`config.mk`:
```
export PLATFORM = sky130hd
export DESIGN_NAME = apa102_strip_frame_driver_top
export DESIGN_NICKNAME = d
export VERILOG_FILES = /design/src/rtl/apa102_pkg.sv /design/src/rtl/apa102_ram.sv /design/src/rtl/apa102_useq.sv /design/src/rtl/apa102_dp.sv /design/src/rtl/apa102_strip_frame_driver_top.sv
export SDC_FILE = /design/constraint.sdc
export NUM_CORES = 1
export LEC_CHECK = 0
export ABC_AREA = 1
export BUFFER_PORTS_ARGS = -buffer_cell sky130_fd_sc_hd__buf_2
export CAP_MARGIN = 40
export CELL_PAD_IN_SITES_DETAIL_PLACEMENT = 1
export CELL_PAD_IN_SITES_GLOBAL_PLACEMENT = 2
export CORE_MARGIN = 1
export CORE_UTILIZATION = 48
export DETAILED_ROUTE_END_ITERATION = 8
export GPL_TIMING_DRIVEN = 0
export PLACE_DENSITY = 0.82
export REMOVE_ABC_BUFFERS = 1
export SETUP_SLACK_MARGIN = 0.2
export SLEW_MARGIN = 40
export SYNTH_ARGS = -nofsm -noshare
export SYNTH_HDL_FRONTEND = slang
export SYNTH_SLANG_ARGS = --single-unit
```
`constraint.sdc`:
```
create_clock -name clk -period 5.51 [get_ports clk]
set_input_delay 1.102 -clock clk [delete_from_list [all_inputs] [get_ports clk]]
set_output_delay 1.102 -clock clk [all_outputs]
set_load 0.1 [all_outputs]
```
`src/rtl/apa102_pkg.sv`:
```
// ----------------------------------------------------------------------------
// apa102_pkg: shared types, constants and tables of the LED strip frame driver
// Holds the request and result structs, the control word of the sequencer,
// the control program and the color palette.
// ----------------------------------------------------------------------------
package apa102_pkg;

  // Frame store size and derived widths
  localparam int MAX_LEDS = 32;
  localparam int ADDR_W   = (MAX_LEDS > 1) ? $clog2(MAX_LEDS) : 1;
  localparam int CNT_W    = 6;   // width of led_count, holds any count up to MAX_LEDS
  localparam int STEP_W   = 3;

  localparam logic [7:0]  BRIGHT_MARK = 8'hE0;
  localparam logic [31:0] START_WORD  = 32'h0000_0000;
  localparam logic [31:0] END_WORD    = 32'hFFFF_FFFF;
  localparam logic [CNT_W-1:0] COUNT_RESET = CNT_W'(32);

  // Palette codes with fixed colors
  localparam logic [3:0] PAL_OFF = 4'd10;

  // One request
  typedef struct packed {
    logic       req_type;
    logic       use_palette;
    logic [4:0] led_index;
    logic [3:0] palette_code;
    logic [7:0] red_level;
    logic [7:0] green_level;
    logic [7:0] blue_level;
    logic [7:0] bright_level;
  } req_t;

  // One emitted frame
  typedef struct packed {
    logic [31:0] frame_word;
    logic        last_frame;
  } rsp_t;

  // Jump conditions
  typedef enum logic [2:0] {
    C_NONE,
    C_ALWAYS,
    C_NO_START,
    C_PTR_END,
    C_REQ_ALL,
    C_CLEAN
  } cond_t;

  // Pointer operations
  typedef enum logic [1:0] {
    P_HOLD,
    P_LOAD,
    P_CLEAR,
    P_INC
  } ptr_op_t;

  // Frame to emit
  typedef enum logic [1:0] {
    E_NONE,
    E_START,
    E_DATA,
    E_END
  } emit_t;

  // Program steps
  typedef enum logic [STEP_W-1:0] {
    S_IDLE  = 3'd0,
    S_READ  = 3'd1,
    S_STORE = 3'd2,
    S_CHECK = 3'd3,
    S_HEAD  = 3'd4,
    S_FETCH = 3'd5,
    S_SEND  = 3'd6,
    S_TAIL  = 3'd7
  } step_t;

  // Control word
  typedef struct packed {
    cond_t   cond;
    step_t   target;
    ptr_op_t ptr_op;
    logic    latch;
    logic    store;
    logic    set_clean;
    emit_t   emit;
  } ctrl_t;

  // Status returned by the datapath
  typedef struct packed {
    logic start;
    logic ptr_end;
    logic req_all;
    logic clean;
  } status_t;

  // Control program
  function automatic ctrl_t ucode_rom(input step_t step);
    ctrl_t cw;
    cw = '{cond: C_NONE, target: S_IDLE, ptr_op: P_HOLD, latch: 1'b0,
           store: 1'b0, set_clean: 1'b0, emit: E_NONE};
    unique case (step)
      // wait for a request, take it in
      S_IDLE: begin
        cw.cond = C_NO_START; cw.target = S_IDLE;
        cw.ptr_op = P_LOAD; cw.latch = 1'b1;
      end
      // leave the update loop past the active count, else read the entry
      S_READ: begin
        cw.cond = C_PTR_END; cw.target = S_CHECK;
      end
      // write back a changed word, loop on set-all
      S_STORE: begin
        cw.cond = C_REQ_ALL; cw.target = S_READ;
        cw.ptr_op = P_INC; cw.store = 1'b1;
      end
      // skip the flush when the store is clean
      S_CHECK: begin
        cw.cond = C_CLEAN; cw.target = S_IDLE; cw.ptr_op = P_CLEAR;
      end
      S_HEAD: begin
        cw.emit = E_START; cw.set_clean = 1'b1;
      end
      S_FETCH: begin
        cw.cond = C_PTR_END; cw.target = S_TAIL;
      end
      S_SEND: begin
        cw.cond = C_ALWAYS; cw.target = S_FETCH;
        cw.ptr_op = P_INC; cw.emit = E_DATA;
      end
      S_TAIL: begin
        cw.cond = C_ALWAYS; cw.target = S_IDLE; cw.emit = E_END;
      end
      default: begin
        cw.cond = C_ALWAYS; cw.target = S_IDLE;
      end
    endcase
    return cw;
  endfunction

  // Palette color as {blue, green, red}
  function automatic logic [23:0] palette_bgr(input logic [3:0] code);
    logic [23:0] bgr;
    case (code)
      4'd0:    bgr = {8'd0,   8'd0,   8'd255};
      4'd1:    bgr = {8'd0,   8'd255, 8'd0};
      4'd2:    bgr = {8'd255, 8'd0,   8'd0};
      4'd3:    bgr = {8'd0,   8'd40,  8'd255};
      4'd4:    bgr = {8'd0,   8'd230, 8'd255};
      4'd5:    bgr = {8'd0,   8'd170, 8'd255};
      4'd6:    bgr = {8'd255, 8'd0,   8'd180};
      4'd7:    bgr = {8'd200, 8'd200, 8'd0};
      4'd8:    bgr = {8'd200, 8'd0,   8'd200};
      4'd9:    bgr = {8'd40,  8'd40,  8'd250};
      PAL_OFF: bgr = {8'd0,   8'd0,   8'd0};
      default: bgr = {8'd200, 8'd200, 8'd200};
    endcase
    return bgr;
  endfunction

  // LED word from a request
  function automatic logic [31:0] build_word(input req_t r);
    logic [23:0] bgr;
    bgr = r.use_palette ? palette_bgr(r.palette_code)
                        : {r.blue_level, r.green_level, r.red_level};
    return {BRIGHT_MARK | r.bright_level, bgr};
  endfunction

endpackage

```
`src/rtl/apa102_ram.sv`:
```
// ----------------------------------------------------------------------------
// apa102_ram: generic single-write, single-read RAM
// One write port and one read port with registered read data.
// ----------------------------------------------------------------------------
module apa102_ram #(
  parameter int WIDTH = 32,
  parameter int DEPTH = 32
) (
  input  logic                                     clk,
  input  logic                                     we,
  input  logic [((DEPTH > 1) ? $clog2(DEPTH) : 1)-1:0] waddr,
  input  logic [WIDTH-1:0]                         wdata,
  input  logic [((DEPTH > 1) ? $clog2(DEPTH) : 1)-1:0] raddr,
  output logic [WIDTH-1:0]                         rdata
);

  logic [WIDTH-1:0] mem [DEPTH];

  // Write and registered read
  always_ff @(posedge clk) begin
    if (we) begin
      mem[waddr] <= wdata;
    end
    rdata <= mem[raddr];
  end

endmodule

```
`src/rtl/apa102_useq.sv`:
```
// ----------------------------------------------------------------------------
// apa102_useq: control sequencer
// Step counter over the control program, with conditional jumps on status.
// ----------------------------------------------------------------------------
module apa102_useq import apa102_pkg::*; (
  input  logic    clk,
  input  logic    rst,
  input  status_t status,
  output ctrl_t   ctrl,
  output logic    busy
);

  step_t step;
  step_t step_next;
  logic  taken;

  // Decode the current step
  always_comb begin
    ctrl = ucode_rom(step);
  end

  // Evaluate the jump condition
  always_comb begin
    unique case (ctrl.cond)
      C_NONE:     taken = 1'b0;
      C_ALWAYS:   taken = 1'b1;
      C_NO_START: taken = !status.start;
      C_PTR_END:  taken = status.ptr_end;
      C_REQ_ALL:  taken = status.req_all;
      C_CLEAN:    taken = status.clean;
      default:    taken = 1'b1;
    endcase
    step_next = taken ? ctrl.target : step_t'(step + 1'b1);
  end

  // Advance the step counter
  always_ff @(posedge clk) begin
    if (rst) begin
      step <= S_IDLE;
    end else begin
      step <= step_next;
    end
  end

  assign busy = (step != S_IDLE);

  a_tail_to_idle: assert property (@(posedge clk) disable iff (rst)
    ctrl.emit == E_END |=> step == S_IDLE)
    else $error("sequencer did not return to idle after end frame");

  a_head_after_check: assert property (@(posedge clk) disable iff (rst)
    step == S_HEAD |-> $past(step) == S_CHECK)
    else $error("flush started without clean check");

endmodule

```
`src/rtl/apa102_dp.sv`:
```
// ----------------------------------------------------------------------------
// apa102_dp: frame store datapath
// Request latch, LED word build, pointer, frame store with valid bits,
// clean flag, count register and registered frame output.
// ----------------------------------------------------------------------------
module apa102_dp import apa102_pkg::*; (
  input  logic             clk,
  input  logic             rst,
  input  ctrl_t            ctrl,
  input  logic             start,
  input  req_t             req,
  input  logic             cfg_we,
  input  logic [CNT_W-1:0] cfg_wdata,
  output status_t          status,
  output rsp_t             rsp,
  output logic             rsp_strobe
);

  logic [CNT_W-1:0]  led_count;
  logic [CNT_W-1:0]  active;
  logic [CNT_W-1:0]  ptr;
  logic              req_all;
  logic [31:0]       word;
  logic              store_clean;
  logic [MAX_LEDS-1:0] valid;
  logic              valid_q;
  logic [31:0]       ram_q;
  logic [31:0]       cur_word;
  logic              ram_we;
  logic [ADDR_W-1:0] addr;

  // Hold the count register
  always_ff @(posedge clk) begin
    if (rst) begin
      led_count <= COUNT_RESET;
    end else if (cfg_we) begin
      led_count <= cfg_wdata;
    end
  end

  // Saturate the count at the store size
  assign active = (led_count < CNT_W'(MAX_LEDS)) ? led_count : CNT_W'(MAX_LEDS);

  // Latch the request and its LED word
  always_ff @(posedge clk) begin
    if (ctrl.latch && start) begin
      req_all <= req.req_type;
      word    <= build_word(req);
    end
  end

  // Move the entry pointer
  always_ff @(posedge clk) begin
    case (ctrl.ptr_op)
      P_LOAD:  ptr <= req.req_type ? '0 : CNT_W'(req.led_index);
      P_CLEAR: ptr <= '0;
      P_INC:   ptr <= ptr + 1'b1;
      default: ptr <= ptr;
    endcase
  end

  assign addr = ptr[ADDR_W-1:0];

  // Frame store
  apa102_ram #(
    .WIDTH(32),
    .DEPTH(MAX_LEDS)
  ) u_store (
    .clk   (clk),
    .we    (ram_we),
    .waddr (addr),
    .wdata (word),
    .raddr (addr),
    .rdata (ram_q)
  );

  // Track written entries, unwritten ones read as zero
  always_ff @(posedge clk) begin
    if (rst) begin
      valid   <= '0;
      valid_q <= 1'b0;
    end else begin
      valid_q <= valid[addr];
      if (ram_we) begin
        valid[addr] <= 1'b1;
      end
    end
  end

  assign cur_word = valid_q ? ram_q : '0;
  assign ram_we   = ctrl.store && (cur_word != word);

  // Drop the clean flag on a changed word, set it when a flush starts
  always_ff @(posedge clk) begin
    if (rst) begin
      store_clean <= 1'b0;
    end else if (ram_we) begin
      store_clean <= 1'b0;
    end else if (ctrl.set_clean) begin
      store_clean <= 1'b1;
    end
  end

  // Register the outgoing frame
  always_ff @(posedge clk) begin
    if (rst) begin
      rsp_strobe <= 1'b0;
    end else begin
      rsp_strobe <= (ctrl.emit != E_NONE);
    end
  end

  always_ff @(posedge clk) begin
    case (ctrl.emit)
      E_START: rsp.frame_word <= START_WORD;
      E_DATA:  rsp.frame_word <= cur_word;
      E_END:   rsp.frame_word <= END_WORD;
      default: rsp.frame_word <= rsp.frame_word;
    endcase
    rsp.last_frame <= (ctrl.emit == E_END);
  end

  assign status = '{start:   start,
                    ptr_end: (ptr >= active),
                    req_all: req_all,
                    clean:   store_clean};

  a_last_is_ones: assert property (@(posedge clk) disable iff (rst)
    rsp_strobe && rsp.last_frame |-> rsp.frame_word == END_WORD)
    else $error("end frame is not all ones");

  a_write_marks_dirty: assert property (@(posedge clk) disable iff (rst)
    ram_we |=> !store_clean)
    else $error("store write left the store clean");

  a_write_in_range: assert property (@(posedge clk) disable iff (rst)
    ram_we |-> ptr < active)
    else $error("store write beyond the active count");

endmodule

```
`src/rtl/apa102_strip_frame_driver_top.sv`:
```
// ----------------------------------------------------------------------------
// apa102_strip_frame_driver_top: LED strip frame driver
// Keeps a frame store of LED words and emits a full strip frame sequence
// after every request that changed the store or is the first since reset.
// ----------------------------------------------------------------------------
// Usage:
//   A request on req is taken at a clock edge with start high and busy low.
//   It sets one LED (req_type 0) or every active LED (req_type 1) to an RGB
//   or palette color with a brightness. If the store is then dirty, frames
//   follow on rsp, each valid for one cycle under rsp_strobe: a zero start
//   frame, one word per active LED and an all-ones end frame with last_frame
//   set. The receiver cannot stall; every strobe is a transfer. The user must
//   write led_count by cfg_we/cfg_wdata while the block is idle (not checked).
// Timing:
//   A single-LED request runs the read, store and clean check steps; a
//   set-all request repeats read and store per active LED. A flush adds the
//   head step, a fetch and a send step per active LED, a last fetch and the
//   tail step: every store entry passes the one registered read port over
//   two steps of the control program. The start frame is strobed in the
//   cycle after the head step; the next request is taken once busy drops.
// Reset:
//   rst clears the store to zero words, marks it dirty so the first request
//   flushes, and sets led_count to 32.
// ----------------------------------------------------------------------------
module apa102_strip_frame_driver_top import apa102_pkg::*; (
  input  logic             clk,
  input  logic             rst,
  input  logic             start,
  output logic             busy,
  input  req_t             req,
  output rsp_t             rsp,
  output logic             rsp_strobe,
  input  logic             cfg_we,
  input  logic [CNT_W-1:0] cfg_wdata
);

  ctrl_t   ctrl;
  status_t status;

  // Control program sequencer
  apa102_useq u_useq (
    .clk    (clk),
    .rst    (rst),
    .status (status),
    .ctrl   (ctrl),
    .busy   (busy)
  );

  // Frame store datapath
  apa102_dp u_dp (
    .clk        (clk),
    .rst        (rst),
    .ctrl       (ctrl),
    .start      (start),
    .req        (req),
    .cfg_we     (cfg_we),
    .cfg_wdata  (cfg_wdata),
    .status     (status),
    .rsp        (rsp),
    .rsp_strobe (rsp_strobe)
  );

endmodule
```
[Word-level counts from Yosys, hierarchy flattened]
Memory sizes are Yosys's and may differ from the RTL's. A register that Yosys moved wholly into a read port is not among the register bits.
Index checks and enable logic that the tools add are counted.
Operators by class
  reductions and logical operators: 12
  $add $sub $neg: 2
  muxes and demuxes: 20
  bitwise operators: 1
  equal/unequal tests: 18
  order comparisons: 4
Operator list (number)
  $pmux 32 s3: 1
  $pmux 6 s7: 1
  $mux 32: 1
  $ne 32x32->1: 1
  $or 32x32->32: 1
  $mux 24: 1
  $eq 3x3->1 const B: 6
  $pmux 6 s3: 1
  $eq 3x2->1 const B: 4
  $pmux 2 s3: 2
  $reduce_bool 3->1: 3
  $eq 2x2->1 const B: 4
  $mux 1: 7
  $add 6x1->6 const B: 1
  $ge 6x6->1: 1
  $logic_not 3->1: 2
  $lt 5x6->1 const B: 1
  $lt 6x6->1 const B: 1
  $mux 6: 1
  $bmux 1 s5: 1
  $demux 1 s5: 1
  $ge 5x1->1 const B: 1
  $mux 5: 1
  $pmux 1 s5: 1
  8 further kinds: 12
Word-level totals
  memories kept: 2
  input port bits: 53
  bits in read-only memories: 384
  logic and storage cells: 71
  register bits: 145
  RAM bits: 928
  output and inout port bits: 35
Memory list
  u_dp.u_store.mem: words 32, width 29, rd ports 1, clocked after Yosys merged registers in 1, write ports 1, RTL line apa102_ram.sv:17  | logic [WIDTH-1:0] mem [DEPTH];
  (no name shown): words 16, width 24, rd ports 1, clocked after Yosys merged registers in 0, write ports 0, RTL line apa102_pkg.sv:144  | case (code)

[Longest topological paths before layout]
  depth in word-level cells: 5
  gate-level depth with buffers: 14
  depth with buffers taken out: 13

[Modules after synthesis]
A second synthesis with hierarchy kept.
Second synthesis, totals
  cells, all modules: 4319
  area total of the unflattened synthesis: 48592.9 um^2
Modules (own cells, without submodules)
  apa102_ram: instances 1, seq. area each 31390.1 um^2, cells an instance 3536, area each 42405.7 um^2
  apa102_dp: instances 1, seq. area each 2882.8 um^2, cells an instance 714, area each 5733.0 um^2
  apa102_useq: instances 1, seq. area each 60.1 um^2, cells an instance 69, area each 454.2 um^2

[Worst setup path before layout]
No wires, ideal clock.
  path type: register to register
  start point: register u_useq.step[0]
  end point: register u_dp.req_all (enable)
  required time: 5093 ps
  period minus slack after synthesis: 3151 ps
  cell stages (with the launch flop): 5
  buffers on the path: 0
  setup time: 417 ps
  slack: 2359 ps
  arrival time: 2734 ps
  cell sequence: dfxtp_1 -> inv_1 -> ha_1 -> nand2_1 -> nor2_1
On the way
  cells in the longest elaborated chain, start to end: 3
Ends and longest elaborated chain
  start, declared: RTL line apa102_useq.sv:13  | step_t step;
  start signal, assigned: RTL line apa102_useq.sv:41  | step <= step_next;
  $logic_not 3->1: RTL line apa102_pkg.sv:102  | unique case (step)
  $mux 1: RTL line apa102_pkg.sv:102
  $logic_and 1x1->1: RTL line apa102_dp.sv:46  | if (ctrl.latch && start) begin
  end signal, assigned: RTL line apa102_dp.sv:47  | req_all <= req.req_type;
  end, declared: RTL line apa102_dp.sv:22  | logic req_all;
Every way passes these cells.
A chain may end at the register's enable or synchronous reset.

[Worst setup path after layout]
  start point: register u_dp.valid_q
  end point: memory u_dp.u_store.mem[15][16] in the netlist's numbering (enable)
On the way
  cells in the longest elaborated chain, start to end: 5
Ends and longest elaborated chain
  start, declared: RTL line apa102_dp.sv:26  | logic valid_q;
  start signal, assigned: RTL line apa102_dp.sv:83  | valid_q <= valid[addr];
  $mux 32: RTL line apa102_dp.sv:90  | assign cur_word = valid_q ? ram_q : '0;
  $ne 32x32->1: RTL line apa102_dp.sv:91  | assign ram_we = ctrl.store && (cur_word != word);
  $logic_and 1x1->1: RTL line apa102_dp.sv:91
  $mux 1: RTL line apa102_ram.sv:21  | if (we) begin
  $mux 1 (implied by the code): RTL line apa102_ram.sv:22  | mem[waddr] <= wdata;
  end, declared: RTL line apa102_ram.sv:17
Every way passes these cells.

==> metrics.txt <==
core area 86900 um^2; ys flop type edfxtp_1; fraction of layout cells with a size suffix above 1 0.136; vias in the first global route 29.9k; total track usage 0.311; P_int 0.0169 W; routed vias/inst 6.17; crit-path max cell delay 630 ps; crit-path cells buf_12 > nand2_1 > xnor2_1 > nor2_1 > nand3_1 > nor2_1 > nand2_2 > nand3_1 > inv_4 > buf_12; pin count of the biggest net entering global routing 104; max-cap violation count 0; die width 299 um; DR pass1 iterations 5; clk buf depth 3; Top Ports 88; post-route ant nets 0; global-route wire length before repair 201 mm; Mapped Cells 3313; part of the power in the clock network 0.299; CTS clk-pin slew, worst paths 60 ps; fin nets 3542; Initial DRC Count 2881; # Post-CTS Setup Buffers 0; Buffers on Ports 84; Clk Latency, worst-skew pair 680 ps; status complete, no violations; Worst Reg2Reg Path Length in Cells 10; Worst-Margin Slew 844 ps; Vias 29.1k; number of buffers created by CTS 111; Worst Path Arrival 4770 ps; worst min-delay path class reg -> reg; setup violators final 0; CTS tree built; worst hold path cell count 2; yosys warns 0; critical path class reg -> reg; root buffer cell clkbuf_16; Syn-to-layout area delta 17.4%; slowest stage cell, crit path dfxtp_4; Post-synth top cells edfxtp_1 (994), nor2_1 (593), o21ai_0 (499); Sink Count 1068; final non-filler cell total 4718; slew margin rel. 0.435; Yosys top cell area share 0.707; CP Max Fanout 33; switching pwr 0.00912 W; Fill cells 8496; Routed WL 140 mm; logic gate share of total power 0.314; Max Freq 0.229 GHz; CP Launch Type flop; Sequential Power Share 0.387; leading area contributor after synthesis edfxtp_1; placed cells 4481; hold_buf cts 0; CP Capture Type flop; DRC viols 0; post-DP HPWL 86.3 mm; Initial Utilization 0.486; setup TNS 0 ps; Mapped Area 42200 um^2; Lkg Pwr 16.9 nW; Layout Skew 25.8 ps; PostCTS Resize Cnt 0; number of library cell types mapped by synthesis 35; pwr dens 525 nW/um^2; # rows 108; EDFF count, synth 994; Post-synth ARST share 0; drt wl/cell 29.6 um; final hold vios 0; Critical Path RT 5900 ps; Mean Syn Cell Area 12.7 um^2; switch share 0.351; H-tree levels 3; Max VDD drop 0.506 mV; Final period util 0.794; antenna violations before repair 1; fin. max-slew vios 0; Seq cells post-synth 1068; die area 89100 um^2; GRT overflow 0; Seq/Total Area, Yosys 0.742; largest cells by area after synthesis edfxtp_1 (71%), o21ai_0 (5.9%), nor2_1 (5.3%), dfxtp_1 (3.5%), o22ai_1 (3.4%); RSZ-0062 raised after global routing no; Antenna Cells 0; gpl congestion 0.767; Die Y 299 um; minimum clock period 4380 ps; most frequent cell after synthesis edfxtp_1
==> power by group through the flow <==
stage	registers, W	logic, W	clock network [W]
after floorplan	0.0109	0.00375	0
after global placement	0.0109	0.00482	0
after global routing	0.0101	0.00874	0.00811
after CTS	0.0102	0.00782	0.00782
after detailed placement	0.0104	0.00773	0
final	0.0101	0.00817	0.00778
==> state kept, by name (all words and copies together) (netlist names), 3 cells and up <==
| register | flops |
|---|---|
| u_useq.step | 3 |
| u_dp.rsp | 31 |
| u_dp.u_store.mem | 928 |
| u_dp.ptr | 6 |
| u_dp.u_store.rdata | 29 |
| u_dp.word | 29 |
| u_dp.valid | 32 |
| u_dp.led_count | 6 |
==> cell usage in the layout, fill, tap and decap left out, drive strengths merged <==
master,n
ha,22
buf,254
a32o,1
o22ai,229
o211ai,3
o21a,3
nor3,6
xnor2,1
dfxtp,74
and3,1
edfxtp,994
o31ai,2
o311ai,1
nor2,593
nand2,243
bufinv,15
or2,7
o21ai,501
a31oi,1
clkbuf,150
a22o,91
clkinv,33
a21oi,98
a211oi,1
inv,132
nand3,75
nand4,11
clkinvlp,9
nand3b,12
==> critical path, delay by kind of cell, from the launching register on <==
family	cells	cell delay, ps
buf+inv	3	720
flops	1	630
simple gates	6	2470
xor+xnor	1	170
==> area by class of cell <==
| type | instances | area (um^2) | area share |
|---|---|---|---|
| Sequential cell | 1068 | 31300 | 0.632 |
| Clock inverter | 59 | 712 | 0.0144 |
| Tap cell | 1155 | 1450 | 0.0292 |
| Clock buffer | 150 | 3070 | 0.0619 |
| Timing Repair Buffer | 254 | 2910 | 0.0588 |
| Inverter | 130 | 589 | 0.0119 |
| Multi-Input combinational cell | 1902 | 9480 | 0.191 |
==> cell families (layout without fill, tap and decap cells) <==
kind of cell,Yosys count,count (layout),synth area share
AOI/OAI and AO/OA,931,931,0.126
DFF,1068,1068,0.742
xor gates and xnor gates,1,1,0.000208
buffers and inverters,343,593,0.0348
adders and majority gates,22,22,0.00652
and+or+nand+nor,948,948,0.0900
==> per-layer routing <==
metal  share of wire  routed length (um)  vias up  track usage
li1                -                   -    12467            -
met1            0.40               56100    15110        0.415
met2            0.49               68100     1213        0.518
met3           0.069                9690      304       0.0407
met4           0.041                5790        0        0.125
met5               0                   0        -            0
==> final timing paths <==
path                                    to  slack [ps]          start
hold / removal               u_dp.valid[4]         450  u_dp.valid[4]
hold reg to reg              u_dp.valid[4]         450  u_dp.valid[4]
setup reg to reg  u_dp.u_store.mem[15][16]        1130   u_dp.valid_q
setup / recovery  u_dp.u_store.mem[15][16]        1130   u_dp.valid_q
==> metrics by stage <==
| stage | cell area, um^2 | utilization | worst slack [ps] | power, W | hold slack (ps) |
|---|---|---|---|---|---|
| 3_3_place_gp | 43100 | 0.496 | -32070 | 0.0157 | 433 |
| 4_1_cts | 49200 | 0.566 | 1210 | 0.0259 | 450 |
| 5_1_grt | 49500 | 0.570 | 1190 | 0.0269 | 468 |
| 2_1_floorplan | 41200 | - | -11640 | 0.0146 | 421 |
| 6_report | 49500 | 0.570 | 1130 | 0.0260 | 446 |
| 3_5_place_dp | 45400 | 0.523 | 1310 | 0.0181 | 441 |
No activity file was read; power rests on OpenSTA's default activity.
